### config.mk
export PLATFORM = sky130hd
export DESIGN_NAME = shrq_sort_cell
export DESIGN_NICKNAME = d
export VERILOG_FILES = /design/src/rtl/spatial_hash_range_query_defines.svh /design/src/rtl/shrq_pkg.sv /design/src/rtl/shrq_sort_cell.sv
export SDC_FILE = /design/constraint.sdc
export NUM_CORES = 1
export LEC_CHECK = 0
export BUFFER_PORTS_ARGS = -buffer_cell sky130_fd_sc_hd__buf_2
export CORE_MARGIN = 2
export CORE_UTILIZATION = 36
export CTS_BUF_LIST = sky130_fd_sc_hd__clkbuf_8
export CTS_CLUSTER_SIZE = 30
export DETAILED_ROUTE_END_ITERATION = 7
export HOLD_SLACK_MARGIN = 0.03
export PLACE_DENSITY = 0.69
export SYNTH_ARGS = -nofsm -noshare
export SYNTH_HDL_FRONTEND = slang
export SYNTH_SLANG_ARGS = --single-unit
### constraint.sdc
create_clock -name clk -period 7.4 [get_ports clk]
set_input_delay 1.48 -clock clk [delete_from_list [all_inputs] [get_ports clk]]
set_output_delay 1.48 -clock clk [all_outputs]
set_load 0.02 [all_outputs]
### src/rtl/spatial_hash_range_query_defines.svh
// Assertion macros for the spatial hash range query block.
// No dependencies; included by the top level.
`ifndef SPATIAL_HASH_RANGE_QUERY_DEFINES_SVH
`define SPATIAL_HASH_RANGE_QUERY_DEFINES_SVH

// a holds at this edge, so c holds at the same edge
`define SHRQ_ASSERT_NOW(lbl, a, c, msg) \
    lbl: assert property (@(posedge clk) disable iff (!rst_n) (a) |-> (c)) else $error(msg);

// a holds at this edge, so c holds at the next edge
`define SHRQ_ASSERT_NEXT(lbl, a, c, msg) \
    lbl: assert property (@(posedge clk) disable iff (!rst_n) (a) |=> (c)) else $error(msg);

`endif

### src/rtl/shrq_pkg.sv
// Shared types, codes and widths of the spatial hash range query block.
// No dependencies.
package shrq_pkg;

    localparam int MAX_OBJECTS_DEF = 64;
    localparam int COORD_BITS_DEF  = 10;

    localparam int KIND_W   = 2;
    localparam int ID_W     = 6;
    localparam int POS_W    = 10;
    localparam int STATUS_W = 3;
    localparam int DIST_W   = 21;
    localparam int RANGE_W  = 10;
    localparam int GRID_W   = 11;
    localparam int CFG_AW   = 3;
    localparam int CFG_DW   = 11;

    localparam logic [KIND_W-1:0] KIND_UPSERT = 2'd0;
    localparam logic [KIND_W-1:0] KIND_REMOVE = 2'd1;
    localparam logic [KIND_W-1:0] KIND_SEARCH = 2'd2;

    localparam logic [1:0] MODE_NONE  = 2'd0;
    localparam logic [1:0] MODE_BOUND = 2'd1;
    localparam logic [1:0] MODE_AREA  = 2'd2;

    localparam logic [CFG_AW-1:0] CFG_MODE  = 3'd0;
    localparam logic [CFG_AW-1:0] CFG_RANGE = 3'd1;
    localparam logic [CFG_AW-1:0] CFG_CELL  = 3'd2;
    localparam logic [CFG_AW-1:0] CFG_GW    = 3'd3;
    localparam logic [CFG_AW-1:0] CFG_GH    = 3'd4;

    localparam logic [STATUS_W-1:0] ST_NEW      = 3'd0;
    localparam logic [STATUS_W-1:0] ST_MOVED    = 3'd1;
    localparam logic [STATUS_W-1:0] ST_REMOVED  = 3'd2;
    localparam logic [STATUS_W-1:0] ST_NOTFOUND = 3'd3;
    localparam logic [STATUS_W-1:0] ST_HIT      = 3'd4;
    localparam logic [STATUS_W-1:0] ST_NOHIT    = 3'd5;
    localparam logic [STATUS_W-1:0] ST_MISCONF  = 3'd6;

    typedef struct packed {
        logic              valid;
        logic [DIST_W-1:0] dsq;
        logic [ID_W-1:0]   id;
        logic [POS_W-1:0]  x;
        logic [POS_W-1:0]  y;
    } sort_ent_t;

endpackage

### src/rtl/shrq_sort_cell.sv
// One cell of the sorted hit chain: insert by (distance, arrival), shift out to cell 0.
// Depends on shrq_pkg.
module shrq_sort_cell
(
    input  logic                clk,
    input  logic                rst_n,
    input  logic                clear,
    input  logic                ins,
    input  logic                pop,
    input  shrq_pkg::sort_ent_t new_ent,
    input  shrq_pkg::sort_ent_t prev_ent,
    input  logic                prev_lt,
    input  shrq_pkg::sort_ent_t next_ent,
    output shrq_pkg::sort_ent_t ent,
    output logic                lt
);

    shrq_pkg::sort_ent_t ent_reg;

    // empty cells count as infinitely far; equal distance stays ahead
    assign lt = !ent_reg.valid || (new_ent.dsq < ent_reg.dsq);

    always_ff @(posedge clk or negedge rst_n)
    begin
        if (!rst_n)
            ent_reg <= '0;
        else if (clear)
            ent_reg.valid <= 1'b0;
        else if (pop)
            ent_reg <= next_ent;
        else if (ins && lt)
            ent_reg <= prev_lt ? prev_ent : new_ent;
    end

    assign ent = ent_reg;

endmodule

==> impl_results.md, run 1 <==
* Status: completed
* Hold WS at 495.0 ps
* DRT Pass-1 Iters at 4
* Most common cell in the synthesized netlist: mux2i_1
* Synth Area in Compound Gates at 0.1127
* Clk sink count at 48
* Adder-Cell Fraction of Synth Area at 0.07642
* Combinational power share at 0.424
* Crit share post-route at 0.6569
* Top cells by count, synth: mux2i_1 (68), dfrtp_1 (48), nand2_1 (33)
* Ranking of synthesized cells by area: dfrtp_1 (37%), mux2i_1 (21%), ha_1 (7.6%)
* Die area at 9874 um2
* Routed WL at 9.249 mm
* # resized after CTS at 0
* Element type at the critical path start: primary input
* Clock root cell: clkbuf_8
* Met2 usage at 0.3326
* Ports at 199
* Setup violations, final at 0
* Die height at 99.37 um
* Synth cell types at 27
* Post-synthesis mux area share at 0.3007
* Vias in the first global route at 3,279
* Synth-to-Final Area Change at 35.19%
* # fillers at 857
* PwrDens at 215.7 nW/um2
* Clock latency on the worst-skew pair at 300 ps
* CTS buffer count at 5
* Synth Area in XOR/XNOR at 0
* Worst Path Arrival at 3380 ps
* RSZ-0062 raised after global routing: false
* Share of the synthesized area in the top cell type at 0.3668
* Seq cells post-synth at 48
* Seq/Total Area, Yosys at 0.3668
* Post-synth EDFFs at 0
* Die W at 99.37 um
* Crit path launch: new_ent[46]
* Post-synth net total at 510
* Placed insts at 627
* Synth area leader: dfrtp_1
* Drt wl/cell at 14.57 um
* Crit path kind: in2out
* Met1 usage at 0.2284
* HPWL after DPL at 7.046 mm
* Power Total at 0.0009549 W
* GRT Total Usage at 0.1885
* Largest net degree at the start of global routing at 98
* Ys Warns at 0
* Reg2reg path depth at 9
* Worst-path clk slew at 100 ps
* Starting Density at 0.3736
* Worst R2R Setup Slack at 4410 ps
* Mapped Area at 3274 um2
* CP Max Fanout at 4
* Endpoints failing hold at 0
* Sw frac at 0.3786
* Max Slew Vio Count at 0
* Skew final at 12.11 ps
* Largest register FFs at 48
* Gr busiest metal: met2
* Hold_buf cts at 0
* GP Congestion at 0.7911
* Finished Layout Cells at 635
* Setup TNS at 0 ps
* Tmin final at 4861 ps
* HP Class: reg2reg
* DR vias/cell at 4.951
* Mean Syn Cell Area at 9.631 um2
* Util after Layout at 0.5051
* H-tree depth at 2
* FFs w/ async S/R, synth at 1.000
* Setup crit end kind: output port
* Syn Inst Count at 340
* Slew at the pin with the worst max-slew slack at 1109 ps
* Clock buffer depth at 2
* Peak supply drop at 0.09952 mV
* Clock network power share at 0.203
* Int Power at 0.0005934 W
* Antenna violations before repair at 0
* Rows at 34
* Final net count at 696
* Main combinational cell family by area after synthesis: multiplexers
* Met3 usage at 0.05060
* First-pass GRT wire length at 15.13 mm
* Placeable Area at 8763 um2
* Postcts setup bufs at 0
* Reg2reg start: ent[46]
* CP endpoint: lt
* Initial DRC count at 51
* Psw at 0.0003615 W
* Share of cells above drive strength 1 at 0.4326
* WP data required at 5920 ps
* Top FF cell, synth: dfrtp_1
* Worst r2r dst: ent[6]
* Static Leak at 2.420 nW
* GRT overflow at 0
* # diodes at 0
* Max frequency at 205.7 MHz
* Rel. slew slack at 0.2608
* Post-Synth Simple-Gate Area at 0.08177
* Number of vias in the routed layout at 3,144
* CTS tree: built
* Detail Route Antenna Nets at 0
* Max-Cap Viols at 0
* Reg power frac at 0.373
* Port Buf Inserts at 198
* DRC Markers at 0
==> metrics by stage <==
| step | setup slack [ps] | instance area, um2 |
|---|---|---|
| finish | 2539 | 4427 |
| CTS | 2523 | 4427 |
| floorplan | 2874 | 3274 |
| detailed placement | 2524 | 4315 |
| global placement | 2534 | 4315 |
| global route | 2315 | 4427 |
==> power groups by stage <==
stage | Sequential, W | Combinational [W] | Clock [W]
after floorplan | 0.000439 | 0.000179 | 0
after global placement | 0.000358 | 0.000403 | 0
after detailed placement | 0.000361 | 0.000411 | 0
after CTS | 0.000357 | 0.000412 | 0.000202
after global routing | 0.000365 | 0.000447 | 0.000212
final | 0.000357 | 0.000405 | 0.000194
==> cell families after synthesis <==
group / count (synthesis)
muxes: 95
AOI/OAI and AO/OA: 68
and+or+nand+nor: 65
DFF: 48
buffers and inverters: 44
adders and majority gates: 20
==> cell type report <==
class | instances | area, um2 | share of cell area
Tap cell | 108 | 135.1 | 0.03053
Clock buffer | 5 | 68.82 | 0.01555
Timing Repair Buffer | 201 | 1013 | 0.2289
Sequential cell | 48 | 1201 | 0.2713
Clock inverter | 3 | 42.54 | 0.009610
Inverter | 22 | 82.58 | 0.01865
Multi-Input combinational cell | 248 | 1883 | 0.4254
==> routing by layer <==
metal | routed length, um | part of all wire
met5 | 0 | 0
met4 | 100 | 0.011
met3 | 782 | 0.085
met1 | 3828 | 0.41
met2 | 4537 | 0.49
==> layout by cell type, fill, tap and decap left out, drive strengths merged, types with 5 or more instances in the layout <==
| cell | Yosys | layout |
|---|---|---|
| a21oi | 30 | 30 |
| buf | 10 | 201 |
| clkbuf | 12 | 5 |
| dfrtp | 48 | 48 |
| ha | 20 | 20 |
| inv | 22 | 22 |
| mux2 | 27 | 27 |
| mux2i | 68 | 68 |
| nand2 | 33 | 33 |
| nor2 | 24 | 24 |
| o21ai | 31 | 31 |
==> critical path, cell delays in order <==
cell and delay (ps):
buf_2 120, ha_1 340, nand4_2 140, nor3_1 60
a2111oi_0 360, o211ai_1 240, o21ai_0 400, buf_2 240
==> worst min-delay path by stage <==
stage / from / to / slack [ps] / cells after the start
final: ent[15] / ent[15] / 500 / 1
after global routing: ent[17] / ent[17] / 520 / 1
after CTS: ent[17] / ent[17] / 500 / 1
after detailed placement: ent[15] / ent[15] / 470 / 1
after global placement: ent[15] / ent[15] / 470 / 1
after floorplan: ent[15] / ent[15] / 610 / 1
Note: power is estimated with default switching activity, not from simulation.
==> run 2, diff against run 1 <==
ABC_AREA = 1   (was not set)
PLACE_DENSITY = 0.7   (was 0.69)
clock period = 4.1 ns   (was 7.4 ns; I/O delays follow)
==> impl_results.md, run 2 <==
* Most common cell in the synthesized netlist: nand2_1
* Syn Inst Count at 527 (+55%)
* Util after Layout at 0.4930 (-0.01215)
* FFs w/ async S/R, synth at 1.000 (unchanged)
* Met1 usage at 0.2404 (+0.01202)
* Ranking of synthesized cells by area: dfrtp_1 (35%), nand2_1 (24%), a31oi_1 (8.5%)
* Static Leak at 2.654 nW (+9.7%)
* Clk sink count at 48 (unchanged)
* Worst Hold End: ent[12]
* Rel. slew slack at 0.2681 (+0.007326)
* Worst Path Arrival at 2060 ps (-1320 ps)
* Worst R2R Setup Slack at 1680 ps (-2730 ps)
* Post-synth EDFFs at 0 (unchanged)
* Combinational power share at 0.369 (-0.055)
* Int Power at 0.0009604 W (+62%)
* Clock latency on the worst-skew pair at 300 ps (about the same)
* Crit path kind: in2out
* WP data required at 3280 ps (-2640 ps)
* # resized after CTS at 0 (unchanged)
* Starting Density at 0.3718 (-0.001811)
* Slew at the pin with the worst max-slew slack at 1098 ps (-10.99 ps)
* Peak supply drop at 0.1657 mV (+66%)
* CTS tree: built
* Max Slew Vio Count at 0 (unchanged)
* PwrDens at 332.5 nW/um2 (+54%)
* Sw frac at 0.3689 (-0.009685)
* Hold Path Depth at 2 (+1)
* Reg2reg path depth at 15 (+6)
* Setup crit end kind: output port
* DRT Pass-1 Iters at 4 (unchanged)
* Postcts setup bufs at 0 (unchanged)
* Antenna violations before repair at 0 (unchanged)
* Ports at 199 (unchanged)
* HPWL after DPL at 7.683 mm (+9.0%)
* Initial DRC count at 116 (+130%)
* Post-synth net total at 697 (+37%)
* Synth-to-Final Area Change at 32.58%
* Commonest cells after routing, fill and taps aside: nand2_1 (223), buf_2 (198), nor2_1 (56)
* Post-Synth Simple-Gate Area at 0.3911 (+0.3093)
* Synth Area in XOR/XNOR at 0 (unchanged)
* Worst Min Path Start: ent[12]
* Detail Route Antenna Nets at 0 (unchanged)
* Clock root cell: clkbuf_8
* Top FF cell, synth: dfrtp_1
* Largest net degree at the start of global routing at 65 (-34%)
* Mean Syn Cell Area at 6.550 um2 (-32%)
* DR vias/cell at 4.767 (-3.7%)
* Reg power frac at 0.392 (+0.019)
* DRC Markers at 0 (unchanged)
* Psw at 0.0005614 W (+55%)
* Seq/Total Area, Yosys at 0.3480 (-0.01888)
* Largest register FFs at 48 (unchanged)
* Adder-Cell Fraction of Synth Area at 0.07249 (-0.003933)
* Number of vias in the routed layout at 3,971 (+26%)
* Die W at 101.9 um (+2.6%)
* Setup violations, final at 0 (unchanged)
* Die area at 10,390 um2 (+5.2%)
* Clock buffer depth at 2 (unchanged)
* Worst r2r dst: ent[44]
* Skew final at 9.590 ps (-2.515 ps)
* Met3 usage at 0.03420 (-0.01640)
* HP Class: reg2reg
* CTS buffer count at 5 (unchanged)
* Crit share post-route at 0.7026
* Finished Layout Cells at 833 (+31%)
* Placeable Area at 9284 um2 (+5.9%)
* Tmin final at 2881 ps
* Endpoints failing hold at 0 (unchanged)
* Post-synthesis mux area share at 0 (-0.3007)
* Worst-path clk slew at 90 ps (about the same)
* # fillers at 984 (+15%)
* Ys Warns at 0 (unchanged)
* Final net count at 873 (+25%)
* Clock network power share at 0.239 (+0.036)
* Port Buf Inserts at 198 (unchanged)
* Synth area leader: dfrtp_1
* Rows at 35 (+2.9%)
* Reg2reg start: ent[38]
* Setup TNS at 0 ps (unchanged)
* Synth cell types at 20 (-26%)
* Drt wl/cell at 12.26 um (-16%)
* GP Congestion at 0.8663 (+9.5%)
* Die height at 101.9 um (+2.6%)
* GRT overflow at 0 (unchanged)
* Element type at the critical path start: primary input
* Seq cells post-synth at 48 (unchanged)
* Top cells by count, synth: nand2_1 (223), nor2_1 (56), nand3_1 (51)
* Mapped Area at 3452 um2 (+5.4%)
* Met2 usage at 0.3512 (+0.01857)
* RSZ-0062 raised after global routing: false
* Routed WL at 10.21 mm (+10%)
* Share of cells above drive strength 1 at 0.3111 (-0.1216)
* Status: completed
* GRT Total Usage at 0.1951 (+0.006690)
* Placed insts at 825 (+32%)
* CP Max Fanout at 2 (-2)
* # diodes at 0 (unchanged)
* Vias in the first global route at 3,699 (+13%)
* H-tree depth at 2 (unchanged)
* Leading cell type in the layout, fill and taps excluded: nand2_1
* Share of the synthesized area in the top cell type at 0.3480 (-0.01888)
* Hold_buf cts at 0 (unchanged)
* Synth Area in Compound Gates at 0.09750 (-0.01523)
* Max-Cap Viols at 0 (unchanged)
* First-pass GRT wire length at 16.39 mm (+8.3%)
* Main combinational cell family by area after synthesis: simple AND/OR/NAND/NOR gates
* Gr busiest metal: met2
* Max frequency at 347.1 MHz
[run 2: how the worst max path moves through the flow]
stage	start	to	depth (start not counted)
after global placement	new_ent[46]	lt	10
final	new_ent[38]	lt	10
after CTS	new_ent[46]	lt	10
after floorplan	new_ent[46]	lt	8
after global routing	new_ent[46]	lt	10
after detailed placement	new_ent[46]	ent[14]	15
[run 2: cell type report]
| type | instances | area, um2 | area share |
|---|---|---|---|
| flip-flops and latches | 48 | 1201 | 0.2624 |
| inverters | 32 | 120.1 | 0.02624 |
| repair buffers | 204 | 1036 | 0.2264 |
| well taps | 129 | 161.4 | 0.03527 |
| clock buffers | 6 | 82.58 | 0.01804 |
| multi-input cells | 412 | 1937 | 0.4232 |
| clock inverters | 2 | 38.79 | 0.008475 |
[run 2: power groups by stage]
stage	logic, W	clock network [W]	registers [W]
after CTS	0.000569	0.000376	0.000597
final	0.000562	0.000363	0.000597
after global placement	0.000553	0	0.000605
after global routing	0.000639	0.000390	0.000607
after detailed placement	0.000569	0	0.000604
after floorplan	0.000263	0	0.000691
[run 2: kinds of logic after synthesis]
logic type               after synthesis
AO/OA/AOI/OAI                         55
adder cells (fa/ha/maj)               20
buffers and inverters                 67
flip-flops                            48
AND/OR/NAND/NOR                      337
[run 2: worst max-delay path, cell delays in order]
cell	delay, ps
buf_2	110
ha_1	290
nand2_1	70
nor2_1	190
nand2_1	100
nor2_1	110
nand2_1	70
nand3_2	80
nand2_2	60
buf_2	160
[run 2: layer usage]
layer / part of all wire / vias up
met3: 0.061 / 12
li1: - / 2050
met5: 0 / -
met1: 0.44 / 1778
met4: 0.016 / 0
met2: 0.48 / 131
[run 2: metrics by stage]
stage | total power (W) | area, um2 | hold slack [ps] | setup WS, ps
after CTS | 0.001542 | 4577 | 475.8 | 1214
after global routing | 0.001636 | 4577 | 495.7 | 1060
after detailed placement | 0.001173 | 4456 | 453.1 | 1173
after global placement | 0.001158 | 4456 | 452.1 | 1207
final | 0.001522 | 4577 | 470.3 | 1219
after floorplan | 0.0009540 | 3452 | 524.4 | 1609
==> run 3, diff against run 2 <==
ABC_AREA = 0   (was 1)
PLACE_DENSITY = 0.71   (was 0.7)
clock period = 2.6 ns   (was 4.1 ns; I/O delays follow)
==> impl_results.md, run 3 (synthesis gave the netlist of run 1 again) <==
* Status: finished with violations
* Failing checks: setup timing
* Worst R2R Setup Slack at 50 ps (-1630 ps)
* Static Leak at 2.643 nW (-0.43%)
* Die area at 9874 um2 (-5.0%)
* PwrDens at 597.8 nW/um2 (+80%)
* GRT Total Usage at 0.1871 (-0.008032)
* Number of vias in the routed layout at 3,231 (-19%)
* Element type at the critical path start: flip-flop
* Rel. slew slack at 0.6003 (+0.3322)
* Setup crit end kind: output port
* Skew final at 12.47 ps (+2.882 ps)
* Clock root cell: clkbuf_8
* Max incr delay on CP at 370 ps (+80 ps)
* Vias in the first global route at 3,262 (-12%)
* Port Buf Inserts at 198 (unchanged)
* Commonest cells after routing, fill and taps aside: buf_2 (197), mux2i_1 (68), dfrtp_1 (48)
* DR vias/cell at 4.866 (+2.1%)
* First-pass GRT wire length at 15.04 mm (-8.3%)
* Clock latency on the worst-skew pair at 300 ps (about the same)
* Crit path kind: reg2out
* Worst-path clk slew at 100 ps (about the same)
* Post-DP Area at 4481 um2 (+0.56%)
* Peak supply drop at 0.3004 mV (+81%)
* Slowest-stage cell, CP: dfrtp_1
* Starting Density at 0.3736 (+0.001811)
* Die W at 99.37 um (-2.5%)
* Detail Route Antenna Nets at 0 (unchanged)
* Antenna violations before repair at 0 (unchanged)
* Hold WS at 216.2 ps (-254.2 ps)
* Largest net degree at the start of global routing at 57 (-12%)
* Slew at the pin with the worst max-slew slack at 599.5 ps (-498.3 ps)
* CTS buffer count at 5 (unchanged)
* Die height at 99.37 um (-2.5%)
* Largest register FFs at 48 (unchanged)
* Drt wl/cell at 14.21 um (+16%)
* Routed WL at 9.438 mm (-7.6%)
* WP data required at 2080 ps (-1200 ps)
* Setup violations, final at 1 (+1)
* Initial DRC count at 78 (-33%)
* GP Congestion at 0.7651 (-12%)
* Clk sink count at 48 (unchanged)
* Critical path's most frequent cell: buf_6
* Slack of the critical path at -43.71 ps (-1263 ps)
* Ports at 199 (unchanged)
* DRC Markers at 0 (unchanged)
* HP Class: in2async
* Placeable Area at 8763 um2 (-5.6%)
* Worst Path Arrival at 2120 ps (+60 ps)
* Synth-to-Final Area Change at 49.87%
* Setup TNS at -43.71 ps (-43.71 ps)
* CP Max Fanout at 3 (+1)
* Clock buffer depth at 2 (unchanged)
* H-tree depth at 2 (unchanged)
* # diodes at 0 (unchanged)
* Max-Cap Viols at 0 (unchanged)
* Power Total at 0.002934 W (+93%)
* HPWL after DPL at 7.270 mm (-5.4%)
* Util after Layout at 0.5600 (+0.06697)
* Max Slew Vio Count at 0 (unchanged)
* Final net count at 725 (-17%)
* Crit share post-route at 1.017
* Worst-path cell chain: inv_2 > ha_4 > nand4_4 > buf_6 > nor4_4 > buf_4 > and3_4 > o21ai_2 > buf_6
* DRT Pass-1 Iters at 4 (unchanged)
* Tmin final at 2644 ps
* Max frequency at 378.3 MHz
* GRT overflow at 0 (unchanged)
* Leading cell type in the layout, fill and taps excluded: buf_2
* Endpoints failing hold at 0 (unchanged)
* Rows at 34 (-2.9%)
* CTS tree: built
* Share of cells above drive strength 1 at 0.5072 (+0.1961)
* RSZ-0062 raised after global routing: true
* Design area at 4907 um2 (+7.2%)
run 3: per-stage QoR:
step,worst slack [ps],cells
5_1_grt,-177.1,664
6_report,-43.71,664
3_3_place_gp,-285.7,644
4_1_cts,-194.5,657
3_5_place_dp,-312.2,644
2_1_floorplan,4.779,340
run 3: final cells by class:
class / count / area, um2
fill: 794 / 3856
multi-input combinational: 248 / 2041
timing repair buffer: 230 / 1359
sequential: 48 / 1201
tap: 108 / 135.1
inverter: 22 / 82.58
clock buffer: 5 / 68.82
clock inverter: 3 / 20.02
run 3: metal layers:
metal | up-vias | track usage | wire length [um]
met5 | - | 0 | 0
met4 | 0 | 0.04215 | 92
met3 | 8 | 0.04779 | 701
met2 | 134 | 0.3176 | 4616
met1 | 1467 | 0.2408 | 4028
li1 | 1622 | - | -
run 3: repair_timing:
| item | in CTS | in global routing |
|---|---|---|
| pin swaps | 8 | 5 |
| hold buffers | 0 | 0 |
| gates resized for setup | 17 | 25 |
| gates cloned | 0 | 3 |
| setup buffers | 5 | 4 |
| setup endpoints to repair | 45 | 46 |
run 3: critical path, delay by kind of cell, from the launching register on:
kind	cells	cell delay, ps
AOI/OAI and AO/OA	1	90
and+or+nand+nor	3	600
adders and majority gates	1	280
DFF	1	370
buffers and inverters	4	490
run 3: worst paths after layout:
check / cells past startpoint / end / from
setup reg to reg: 10 / ent[14] / ent[46]
max in group asynchronous: 2 / ent[42] / rst_n
hold / removal: 1 / ent[19] / rst_n
setup / recovery: 9 / lt / ent[45]
hold reg to reg: 1 / ent[25] / ent[25]
min in group clk: 2 / ent[47] / clear
run 3: power breakdown:
| part | switching [W] | total (W) | internal (W) | leakage (nW) |
|---|---|---|---|---|
| clock network | 0.000263 | 0.000451 | 0.000188 | 0.0455 |
| registers | 0.000102 | 0.00103 | 0.000924 | 0.576 |
| logic | 0.000754 | 0.00146 | 0.000703 | 2.02 |
| total | 0.00112 | 0.00293 | 0.00182 | 2.64 |
