File: src/rtl/spatial_hash_range_query_defines.svh
// Assertion macros for the spatial hash range query block.
// No dependencies; included by the top level.
`ifndef SPATIAL_HASH_RANGE_QUERY_DEFINES_SVH
`define SPATIAL_HASH_RANGE_QUERY_DEFINES_SVH

// a holds at this edge, so c holds at the same edge
`define SHRQ_ASSERT_NOW(lbl, a, c, msg) \
    lbl: assert property (@(posedge clk) disable iff (!rst_n) (a) |-> (c)) else $error(msg);

// a holds at this edge, so c holds at the next edge
`define SHRQ_ASSERT_NEXT(lbl, a, c, msg) \
    lbl: assert property (@(posedge clk) disable iff (!rst_n) (a) |=> (c)) else $error(msg);

`endif

File: src/rtl/shrq_pkg.sv
// Shared types, codes and widths of the spatial hash range query block.
// No dependencies.
package shrq_pkg;

    localparam int MAX_OBJECTS_DEF = 64;
    localparam int COORD_BITS_DEF  = 10;

    localparam int KIND_W   = 2;
    localparam int ID_W     = 6;
    localparam int POS_W    = 10;
    localparam int STATUS_W = 3;
    localparam int DIST_W   = 21;
    localparam int RANGE_W  = 10;
    localparam int GRID_W   = 11;
    localparam int CFG_AW   = 3;
    localparam int CFG_DW   = 11;

    localparam logic [KIND_W-1:0] KIND_UPSERT = 2'd0;
    localparam logic [KIND_W-1:0] KIND_REMOVE = 2'd1;
    localparam logic [KIND_W-1:0] KIND_SEARCH = 2'd2;

    localparam logic [1:0] MODE_NONE  = 2'd0;
    localparam logic [1:0] MODE_BOUND = 2'd1;
    localparam logic [1:0] MODE_AREA  = 2'd2;

    localparam logic [CFG_AW-1:0] CFG_MODE  = 3'd0;
    localparam logic [CFG_AW-1:0] CFG_RANGE = 3'd1;
    localparam logic [CFG_AW-1:0] CFG_CELL  = 3'd2;
    localparam logic [CFG_AW-1:0] CFG_GW    = 3'd3;
    localparam logic [CFG_AW-1:0] CFG_GH    = 3'd4;

    localparam logic [STATUS_W-1:0] ST_NEW      = 3'd0;
    localparam logic [STATUS_W-1:0] ST_MOVED    = 3'd1;
    localparam logic [STATUS_W-1:0] ST_REMOVED  = 3'd2;
    localparam logic [STATUS_W-1:0] ST_NOTFOUND = 3'd3;
    localparam logic [STATUS_W-1:0] ST_HIT      = 3'd4;
    localparam logic [STATUS_W-1:0] ST_NOHIT    = 3'd5;
    localparam logic [STATUS_W-1:0] ST_MISCONF  = 3'd6;

    typedef struct packed {
        logic              valid;
        logic [DIST_W-1:0] dsq;
        logic [ID_W-1:0]   id;
        logic [POS_W-1:0]  x;
        logic [POS_W-1:0]  y;
    } sort_ent_t;

endpackage

File: src/rtl/shrq_div.sv
// Bit-serial restoring divider, one quotient bit per cycle.
// Depends on shrq_pkg.
module shrq_div
(
    input  logic                        clk,
    input  logic                        rst_n,
    input  logic                        start,
    input  logic [shrq_pkg::GRID_W-1:0] num,
    input  logic [shrq_pkg::GRID_W-1:0] den,
    output logic                        done,
    output logic [shrq_pkg::GRID_W-1:0] quot
);

    localparam int NW = shrq_pkg::GRID_W;
    localparam int CW = $clog2(NW + 1);

    logic [NW-1:0] rem_reg, num_reg, den_reg, quot_reg;
    logic [CW-1:0] cnt_reg;
    logic          busy_reg, done_reg;
    logic [NW:0]   rem_sh;
    logic          ge;

    assign rem_sh = {rem_reg, num_reg[NW-1]};
    assign ge     = rem_sh >= {1'b0, den_reg};

    always_ff @(posedge clk or negedge rst_n)
    begin
        if (!rst_n)
        begin
            busy_reg <= 1'b0;
            done_reg <= 1'b0;
            cnt_reg  <= '0;
        end
        else
        begin
            done_reg <= 1'b0;
            if (start)
            begin
                busy_reg <= 1'b1;
                cnt_reg  <= CW'(NW);
            end
            else if (busy_reg)
            begin
                cnt_reg <= cnt_reg - 1'b1;
                if (cnt_reg == CW'(1))
                begin
                    busy_reg <= 1'b0;
                    done_reg <= 1'b1;
                end
            end
        end
    end

    always_ff @(posedge clk)
    begin
        if (start)
        begin
            rem_reg  <= '0;
            num_reg  <= num;
            den_reg  <= den;
            quot_reg <= '0;
        end
        else if (busy_reg)
        begin
            rem_reg  <= ge ? NW'(rem_sh - {1'b0, den_reg}) : rem_sh[NW-1:0];
            num_reg  <= {num_reg[NW-2:0], 1'b0};
            quot_reg <= {quot_reg[NW-2:0], ge};
        end
    end

    assign done = done_reg;
    assign quot = quot_reg;

endmodule

File: config.mk
export PLATFORM = sky130hd
export DESIGN_NAME = shrq_div
export DESIGN_NICKNAME = d
export VERILOG_FILES = /design/src/rtl/spatial_hash_range_query_defines.svh /design/src/rtl/shrq_pkg.sv /design/src/rtl/shrq_div.sv
export SDC_FILE = /design/constraint.sdc
export NUM_CORES = 1
export LEC_CHECK = 0
export CORE_ASPECT_RATIO = 0.6
export CORE_MARGIN = 2
export CORE_UTILIZATION = 52
export DETAILED_ROUTE_END_ITERATION = 12
export DONT_BUFFER_PORTS = 1
export GPL_TIMING_DRIVEN = 1
export PLACE_DENSITY = 0.65
export SLEW_MARGIN = 20
export SYNTH_ARGS = -nofsm -noshare
export SYNTH_HDL_FRONTEND = slang
export SYNTH_SLANG_ARGS = --single-unit
File: constraint.sdc
create_clock -name clk -period 2.55 [get_ports clk]
set_input_delay 0.3825 -clock clk [delete_from_list [all_inputs] [get_ports clk]]
set_output_delay 0.3825 -clock clk [all_outputs]
set_load 0.02 [all_outputs]
==> impl_metrics.py, run 1 <==
metrics = {
    "outcome": {
        "status": "finished, final reports clean",
    },
    "global_routing": {
        "grt.total_usage_pct": 18.4,
        "antenna_found_initial": 0,
        "gr-total-overflow": 0,
        "grt_pass1_wl_um": 7750,
        "grt_pass1_vias": 1609,
        "grt_max_degree": 55,
    },
    "cells_and_area": {
        "seq_area_um2": 1250,
        "area_growth_pct": 8.03,
        "nets": 288,
        "fin_cells": 313,
        "final_util_pct": 59.6,
        "multiInputGateArea_um2": 1250,
        "n_antenna_cell": 0,
        "drive_gt1_share_pct": 12.8,
        "nFillCells": 390,
    },
    "clocking": {
        "cts_sinks": 50,
        "postCtsSetupBuffers": 0,
        "cts_root_buf": "clkbuf_8",
        "cts_made_buffers": 5,
        "cts_max_path_buffers": 2,
        "cts-htree-levels": 2,
        "clock_latency_ns": 0.30,
        "cts_tree": "yes",
        "clk_pin_slew_ns": 0.09,
    },
    "floorplanning": {
        "die_area_um2": 5570,
        "ios": 37,
        "start_util_pct": 55.2,
        "die_w_um": 95.0,
        "core_um2": 4680,
        "die_h_um": 58.6,
        "rows": 19,
    },
    "timing": {
        "hold_viol_final": 0,
        "post-route-period-util_pct": 93.0,
        "slew_headroom_pct": 71.6,
        "skew_ns": 0.00526,
        "tightest_slew_ns": 0.426,
        "setup_viol": 0,
        "finalWorstSetupSlack_ns": 0.178,
        "timing.fmax_mhz": 422,
        "fin_crit_ns": 2.37,
        "slew_violations": 0,
        "hold_ws_ns": 0.143,
    },
    "yosys": {
        "synth-seq-cells": 50,
        "syn_inst": 248,
        "ys_types": 47,
        "syn-cell-area_um2": 2580,
        "ys_seq_area_share_pct": 48.4,
        "synth_nets": 287,
        "synthArstFlopShare_pct": 12.0,
        "synth.area.top_cells": "edfxtp_1 26%, dfxtp_1 17%, ha_1 6.3%, dfrtp_1 5.8%, nor2_1 4.8%",
        "ys_warn_count": 0,
        "synth_edf_count": 22,
        "syn_avg_cell_area_um2": 10.4,
        "netlist.top_cell.by_area": "edfxtp_1",
        "ys.flop_type": "edfxtp_1",
        "synth_common_cells": "33 x nor2_1, 22 x dfxtp_1, 22 x edfxtp_1, 17 x inv_1, 13 x ha_1",
        "synth.most_common_cell": "nor2_1",
        "synth.top_cell.area_share_pct": 25.6,
    },
    "placed_design": {
        "gp_congestion": 0.794,
        "dp_slack_ns": 0.114,
        "portBuffers": 0,
        "place_inst": 303,
        "hpwlAfterDp_um": 3260,
    },
    "critical_path": {
        "critPathMaxFanout": 5,
        "r2r_start": "num_reg[10]",
        "crit_path_end": "rem_reg[4]",
        "r2r_end": "rem_reg[4]",
        "reg2regPathDepth": 9,
        "cp.arrival_ns": 2.58,
        "startpoint_type": "flop",
        "r2r_slack_ns": 0.18,
        "startpoint": "num_reg[10]",
        "path_class": "reg2reg",
        "cp-end-kind": "flop",
        "required_ns": 2.76,
    },
    "hold_path": {
        "hold_class": "in2reg",
        "min_path_cells": 1,
    },
    "drt": {
        "wl_met3_um": 181,
        "routed.top_layer": "met4",
        "drc": 0,
        "wirelength_um": 4810,
        "drt-met1-wl_um": 2640,
        "drt-pass1-iter-count": 4,
        "routedWlPerCell_um": 15.4,
        "vias": 1770,
        "first_iter_violations": 119,
        "dr_wl_met2_um": 1930,
        "viasPerCell": 5.65,
        "postRouteAntennaNets": 0,
    },
    "power_and_ir_drop": {
        "ir_drop_mv": 0.519,
        "power.density_nw_per_um2": 877,
        "leakage_nw": 1.18,
    },
    "run": {
        "maxCapViolCount": 0,
    },
}
-- through the flow --
step / total power (W) / instance area (µm²) / setup TNS (ns)
global placement: 0.00186 / 2650 / 0
CTS: 0.00243 / 2770 / 0
floorplan: 0.00169 / 2580 / 0
detailed placement: 0.00186 / 2650 / 0
finish: 0.00245 / 2790 / 0
global route: 0.00261 / 2790 / -0.00320
-- layer usage --
layer	vias to the layer above	global-route usage, %
met2	36	25.0
met4	0	5.18
met5	-	0
met3	4	5.12
met1	829	28.6
li1	901	-
-- repair_timing --
action,in CTS,in global routing
gates resized for setup,0,3
endpoints found under the setup margin,0,8
hold buffers,1,0
endpoints found under the hold margin,6,0
-- worst min path at each step --
stage / from / endpoint / slack (ns)
3_3_place_gp: rst_n / cnt_reg[0] / 0.09
6_report: start / rem_reg[0] / 0.14
5_1_grt: start / rem_reg[0] / 0.13
2_1_floorplan: rst_n / busy_reg / 0.09
4_1_cts: start / rem_reg[0] / 0.13
3_5_place_dp: rst_n / cnt_reg[0] / 0.09
-- cell type report --
class,count,share of cell area [%]
clock buffers,6,2.60
clock inverters,2,1.34
inverters,17,2.28
multi-input cells,170,44.7
flip-flops and latches,50,44.8
well taps,63,2.82
repair buffers,5,1.43
-- cells in the final DEF, fill, tap and decap left out, types with 6 or more instances in the layout --
cell / Yosys / routed
a21oi_1: 9 / 8
o21ai_0: 12 / 12
xnor2_1: 6 / 6
nand3_1: 7 / 7
mux2_2: 11 / 11
dfrtp_1: 6 / 6
nand2_1: 10 / 10
edfxtp_1: 22 / 22
inv_1: 17 / 17
nor2_1: 33 / 33
a311oi_1: 8 / 8
mux2i_1: 10 / 10
ha_1: 13 / 13
dfxtp_1: 22 / 22
-- cells by family (layout without fill, tap and decap cells) --
logic type / after synthesis / count (layout) / synth area share [%]
simple gates: 69 / 69 / 12.9
compound gates: 57 / 58 / 16.0
flops: 50 / 50 / 48.4
buf+inv: 29 / 30 / 4.31
mux: 21 / 21 / 8.66
fa+ha+maj: 14 / 14 / 7.07
xor+xnor: 8 / 8 / 2.71
-- worst max-delay path, cell delays in order (launching register included) --
cell,delay [ns]
edfxtp_1,0.35
inv_1,0.05
ha_1,0.21
fa_1,0.40
nand2b_2,0.21
a21oi_2,0.14
o211a_1,0.24
o2111a_2,0.27
nor2_1,0.11
a311oi_1,0.30
-- where the power goes --
part           internal (W)  total (W)  switching, W
clock              0.000293   0.000558      0.000265
sequential         0.000952    0.00104     0.0000929
combinational      0.000365   0.000845      0.000480
total               0.00161    0.00245      0.000839
(Power assumes the default switching activity.)
==> run 2: changes to the inputs <==
--- a/config.mk
+++ b/config.mk
@@ -5,6 +5,7 @@
 export SDC_FILE = /design/constraint.sdc
 export NUM_CORES = 1
 export LEC_CHECK = 0
+export ABC_AREA = 1
 export CORE_ASPECT_RATIO = 0.6
 export CORE_MARGIN = 2
 export CORE_UTILIZATION = 52
==> run 2 against run 1 <==
Sequential power is essentially flat. Die area increased by 2.1%. Synthesized area is 2.2% higher. Largest cell class unchanged. Global-route usage is 3.2 points higher. Critical path depth increased by 2. Count of clock-buffer cells in the layout decreased by 1. Critical path type unchanged. Wire length up 11%. Non-clock buffer count is 3 lower. Clock power is 4% higher. Core utilization decreased by 3.1 points. Design area is 0.72% higher.
==> impl_metrics.py, run 2 <==
metrics = {
    "floorplanning": {
        "ios": 37,
        "die_h_um": 59.2,
        "rows": 20,
        "core_um2": 4980,
        "start_util_pct": 53.0,
        "die_area_um2": 5680,
        "die_w_um": 96.0,
    },
    "yosys": {
        "synth-seq-cells": 50,
        "synth.area.top_cells": "edfxtp_1 25%, dfxtp_1 17%, nand2_1 14%, inv_1 6.5%, ha_1 6.2%",
        "netlist.top_cell.by_area": "edfxtp_1",
        "synth.top_cell.area_share_pct": 25.0,
        "synth.most_common_cell": "nand2_1",
        "syn_avg_cell_area_um2": 7.98,
        "synth_common_cells": "100 x nand2_1, 46 x inv_1, 35 x nor2_1, 22 x dfxtp_1, 22 x edfxtp_1",
        "syn_inst": 331,
        "ys_warn_count": 0,
        "ys_types": 32,
        "synthArstFlopShare_pct": 12.0,
        "ys_seq_area_share_pct": 47.4,
        "ys.flop_type": "edfxtp_1",
        "synth_nets": 370,
        "syn-cell-area_um2": 2640,
        "synth_edf_count": 22,
    },
    "critical_path": {
        "crit_path_cell_trace": "inv_1 -> ha_1 -> fa_1 -> inv_1 -> nand3_1 -> nand3_2 -> nand2_2 -> nand4_4 -> nand2_1 -> nand3_1 -> o21ai_0",
        "path_class": "reg2reg",
        "slowest_stage": "fa_1",
        "r2r_slack_ns": 0.41,
        "cp-end-kind": "flop",
        "cp_num_buf_inv": 2,
        "critPathMaxStageDelay_ns": 0.38,
        "cp_top_family": "simple AND/OR/NAND/NOR gates",
        "cp.arrival_ns": 2.32,
        "startpoint_type": "flop",
        "critPathMaxFanout": 18,
        "required_ns": 2.73,
    },
    "power_and_ir_drop": {
        "ir_drop_mv": 0.352,
        "p_clk_share_pct": 22.1,
        "comb_power_share_pct": 37.9,
        "power_frac_seq_pct": 40.0,
        "power.density_nw_per_um2": 931,
        "switching_share_pct": 38.7,
        "switchingPower_w": 0.00101,
        "leakage_nw": 1.32,
        "p_int_w": 0.00161,
    },
    "clocking": {
        "cts_max_path_buffers": 2,
        "cts_tree": "yes",
        "cts_sinks": 50,
        "hold_buffers": 1,
        "clk_pin_slew_ns": 0.10,
        "clock_latency_ns": 0.31,
        "cts-resized-gates": 0,
        "cts-htree-levels": 2,
        "postCtsSetupBuffers": 0,
        "cts_root_buf": "clkbuf_8",
        "cts_made_buffers": 5,
    },
    "run": {
        "maxCapViolCount": 0,
    },
    "cells_and_area": {
        "area_growth_pct": 6.49,
        "layout_commonest_cell": "nand2_1",
        "n_antenna_cell": 0,
        "multiInputGateArea_um2": 1160,
        "finish.instance_area_um2": 2810,
        "drive_gt1_share_pct": 8.11,
        "fin_cells": 399,
        "nFillCells": 476,
        "nets": 371,
        "layout_common_cells": "100 x nand2_1, 46 x inv_1, 35 x nor2_1",
        "seq_area_um2": 1250,
    },
    "drt": {
        "vias": 2026,
        "wirelength_um": 5350,
        "viasPerCell": 5.08,
        "drt-pass1-iter-count": 4,
        "drc": 0,
        "first_iter_violations": 112,
        "routedWlPerCell_um": 13.4,
        "postRouteAntennaNets": 0,
    },
    "global_routing": {
        "grt_pass1_wl_um": 9210,
        "gr-total-overflow": 0,
        "antenna_found_initial": 0,
        "grt_pass1_vias": 1928,
        "grt.total_usage_pct": 21.6,
        "grt_max_degree": 31,
    },
    "hold_path": {
        "hold_class": "in2reg",
    },
    "timing": {
        "setup_tns_ns": 0,
        "hold_viol_final": 0,
        "timing.fmax_mhz": 467,
        "post-route-period-util_pct": 84.0,
        "tightest_slew_ns": 0.733,
        "skew_ns": 0.00876,
        "slew_headroom_pct": 51.1,
        "fin_crit_ns": 2.14,
        "slew_violations": 0,
        "setup_viol": 0,
        "rsz0062_at_grt": "no",
    },
    "placed_design": {
        "gp_congestion": 0.829,
        "place_inst": 390,
        "hpwlAfterDp_um": 3920,
        "dpl_cell_area_um2": 2690,
        "portBuffers": 0,
    },
    "outcome": {
        "status": "finished, final reports clean",
    },
}
run 2: changes by cell type in the layout (fill, tap and decap cells not counted), sizes merged, moves of 7 or more:
cell | previous run | this run
a311oi | 8 | 0
inv | 17 | 49
mux2 | 11 | 0
mux2i | 10 | 0
nand2 | 10 | 106
nand3 | 7 | 19
nand4 | 0 | 9
nor2 | 34 | 41
o22ai | 0 | 8
run 2: kinds of logic (layout without fill, tap and decap cells):
| logic type | Yosys count | in the layout | synth area share [%] |
|---|---|---|---|
| flip-flops | 50 | 50 | 47.4 |
| AND/OR/NAND/NOR | 179 | 179 | 30.1 |
| buffers and inverters | 56 | 58 | 8.53 |
| adder cells (fa/ha/maj) | 14 | 14 | 6.92 |
| XOR/XNOR | 1 | 1 | 0.332 |
| AO/OA/AOI/OAI | 31 | 31 | 6.73 |
run 2: worst reg2reg max path: stages (launching register included):
cell,delay (ns)
edfxtp_1,0.33
inv_1,0.06
ha_1,0.23
fa_1,0.38
inv_1,0.13
nand3_1,0.10
nand3_2,0.16
nand2_2,0.12
nand4_4,0.21
nand2_1,0.11
nand3_1,0.10
o21ai_0,0.08
run 2: area by class of cell:
class / instances / share of cell area, %
repair buffers: 2 / 0.623
inverters: 48 / 6.41
well taps: 66 / 2.94
clock inverters: 3 / 1.69
clock buffers: 5 / 2.45
flip-flops and latches: 50 / 44.5
multi-input cells: 225 / 41.4
run 2: power groups by stage:
stage                     logic (W)  registers [W]  clock network, W
after detailed placement   0.000975        0.00106                 0
after global routing        0.00115        0.00106          0.000625
after CTS                  0.000986        0.00105          0.000598
after global placement     0.000962        0.00106                 0
final                      0.000994        0.00105          0.000578
after floorplan            0.000821        0.00104                 0
run 2: worst paths after layout:
kind | startpoint | endpoint | cells past startpoint
max | num_reg[10] | rem_reg[1] | 11
min | start | rem_reg[2] | 1
max reg2reg | num_reg[10] | rem_reg[1] | 11
min reg2reg | rem_reg[5] | rem_reg[5] | 2
max in group asynchronous | rst_n | cnt_reg[0] | 1
min in group asynchronous | rst_n | cnt_reg[1] | 1
run 2: metal layers:
metal  wire, µm  global-route usage [%]
met3        321                    6.49
met2       2000                    29.3
met4         47                    4.90
met5          0                       0
met1       2990                    33.5
run 2: per-stage QoR:
| stage | hold WS (ns) | total power (W) | utilization [%] | worst slack (ns) |
|---|---|---|---|---|
| after floorplan | 0.0869 | 0.00186 | - | 0.739 |
| after global placement | 0.0870 | 0.00203 | 53.9 | 0.459 |
| after detailed placement | 0.0870 | 0.00204 | 53.9 | 0.456 |
| after CTS | 0.118 | 0.00263 | 56.5 | 0.434 |
| after global routing | 0.118 | 0.00284 | 56.5 | 0.235 |
| final | 0.132 | 0.00262 | 56.5 | 0.409 |
==> run 3: changes to the inputs <==
==> constraint.sdc (replaced) <==
create_clock -name clk -period 2.2 [get_ports clk]
set_input_delay 0.33 -clock clk [delete_from_list [all_inputs] [get_ports clk]]
set_output_delay 0.33 -clock clk [all_outputs]
set_load 0.02 [all_outputs]
==> run 3 against run 2 <==
Clock power barely moved. Worst setup slack lost 0.24 ns. Die area unchanged. First-iteration DRC count increased by 18%. Via count increased by 3.4%. Count of clock-buffer cells in the layout did not move. Sequential share of layout area fell by 0.82 points. Fmax grew 5.3%. Sequential power grew 15%. Combinational power grew 24%. Core utilization increased by 1.1 points. Worst hold slack worse by 0.054 ns.
==> impl_metrics.py, run 3 (synthesized netlist as in run 2, its figures left out) <==
metrics = {
    "power_and_ir_drop": {
        "total_power_w": 0.00302,
        "ir_drop_mv": 0.450,
        "leakage_nw": 1.35,
        "power.density_nw_per_um2": 1060,
    },
    "clocking": {
        "cts_root_buf": "clkbuf_8",
        "cts_made_buffers": 5,
        "clk_pin_slew_ns": 0.10,
        "cts_tree": "yes",
        "cts_sinks": 50,
        "clock_latency_ns": 0.31,
        "cts-htree-levels": 2,
        "cts_max_path_buffers": 2,
    },
    "cells_and_area": {
        "seq_area_um2": 1250,
        "finish.instance_area_um2": 2870,
        "nets": 376,
        "layout_common_cells": "100 x nand2_1, 45 x inv_1, 35 x nor2_1",
        "area_growth_pct": 8.48,
        "fin_cells": 405,
        "multiInputGateArea_um2": 1210,
        "drive_gt1_share_pct": 9.76,
        "layout_commonest_cell": "nand2_1",
        "nFillCells": 449,
    },
    "timing": {
        "timing.fmax_mhz": 492,
        "hold_viol_final": 0,
        "rsz0062_at_grt": "no",
        "fin_crit_ns": 2.03,
        "hold_ws_ns": 0.0776,
        "skew_ns": 0.00533,
        "setup_tns_ns": 0,
        "setup_viol": 0,
        "tightest_slew_ns": 0.574,
        "post-route-period-util_pct": 92.5,
        "slew_headroom_pct": 61.7,
        "slew_violations": 0,
    },
    "drt": {
        "routedWlPerCell_um": 13.9,
        "postRouteAntennaNets": 0,
        "viasPerCell": 5.17,
        "drt-pass1-iter-count": 4,
        "drc": 0,
        "first_iter_violations": 132,
        "wirelength_um": 5630,
        "vias": 2094,
    },
    "critical_path": {
        "path_class": "reg2reg",
        "cp.arrival_ns": 2.24,
        "reg2regPathDepth": 11,
        "r2r_slack_ns": 0.17,
        "r2r_start": "num_reg[10]",
        "slowest_stage": "fa_1",
        "critPathMaxStageDelay_ns": 0.41,
        "r2r_end": "rem_reg[1]",
        "cpMostUsedCell": "nand3_1",
        "required_ns": 2.40,
        "cp-end-kind": "flop",
        "crit_path_cell_trace": "inv_1 -> ha_1 -> fa_1 -> inv_2 -> nand3_1 -> nand3_4 -> nand2_4 -> nand4_4 -> nand2_1 -> nand3_1 -> o21ai_0",
        "startpoint_type": "flop",
        "critPathMaxFanout": 9,
    },
    "floorplanning": {
        "ios": 37,
        "core_um2": 4980,
        "start_util_pct": 53.0,
        "rows": 20,
        "die_area_um2": 5680,
        "die_w_um": 96.0,
        "die_h_um": 59.2,
    },
    "global_routing": {
        "grt.total_usage_pct": 21.0,
        "grt_pass1_vias": 1862,
        "grt_max_degree": 31,
        "antenna_found_initial": 0,
        "grt_pass1_wl_um": 8930,
        "gr-total-overflow": 0,
    },
    "placed_design": {
        "gp_congestion": 0.852,
        "dpl_cell_area_um2": 2710,
        "portBuffers": 0,
        "hpwlAfterDp_um": 3930,
        "place_inst": 393,
    },
    "hold_path": {
        "min_path_cells": 1,
        "hold_path.startpoint": "start",
        "hold_class": "in2reg",
        "holdPathEnd": "rem_reg[3]",
    },
    "outcome": {
        "status": "finished, final reports clean",
    },
    "run": {
        "maxCapViolCount": 0,
    },
}
==> run 3: critical path, delay by kind of cell, from the launching register on <==
kind | cells | cell delay (ns)
simple gates | 6 | 0.69
buf+inv | 2 | 0.16
compound gates | 1 | 0.08
fa+ha+maj | 2 | 0.65
flops | 1 | 0.33
==> run 3: area by class of cell <==
cell class | count | area share, %
Antenna cell | 1 | 0.0873
Clock buffer | 5 | 2.40
Clock inverter | 3 | 1.00
Inverter | 48 | 6.29
Multi-Input combinational cell | 227 | 42.3
Sequential cell | 50 | 43.7
Tap cell | 66 | 2.88
Timing Repair Buffer | 5 | 1.40
==> run 3: metrics by stage <==
| step | utilization (%) | worst slack (ns) |
|---|---|---|
| after floorplan | - | 0.389 |
| after global placement | 54.4 | 0.157 |
| after detailed placement | 54.4 | 0.135 |
| after CTS | 56.6 | 0.106 |
| after global routing | 57.5 | 0.00774 |
| final | 57.5 | 0.166 |
==> run 3: worst max path at each step <==
stage / from / end / slack [ns] / cells after the start
floorplan: num_reg[10] / rem_reg[9] / 0.39 / 12
global placement: num_reg[10] / rem_reg[1] / 0.16 / 11
detailed placement: num_reg[10] / rem_reg[1] / 0.13 / 11
CTS: num_reg[10] / rem_reg[9] / 0.11 / 12
global route: num_reg[10] / rem_reg[6] / 0.008 / 11
finish: num_reg[10] / rem_reg[1] / 0.17 / 11
==> run 3: layer usage <==
layer | vias up | GRT usage (%) | wire [µm]
met4 | 0 | 4.90 | 36
li1 | 1080 | - | -
met3 | 4 | 4.83 | 382
met5 | - | 0 | 0
met1 | 947 | 33.0 | 2990
met2 | 63 | 28.9 | 2220
==> run 3: repair_timing <==
| item | CTS | global route |
|---|---|---|
| hold endpoints to repair | 6 | 0 |
| endpoints found under the setup margin | 0 | 11 |
| hold buffers | 1 | 0 |
| resized for setup | 0 | 4 |
| setup buffers | 0 | 0 |
==> run 3: where the power goes <==
part,internal (W),total (W),switching (W),leakage [nW]
Sequential,0.00111,0.00121,0.000105,0.476
Clock,0.000236,0.000581,0.000345,0.0502
Combinational,0.000440,0.00123,0.000788,0.826
Total,0.00178,0.00302,0.00124,1.35
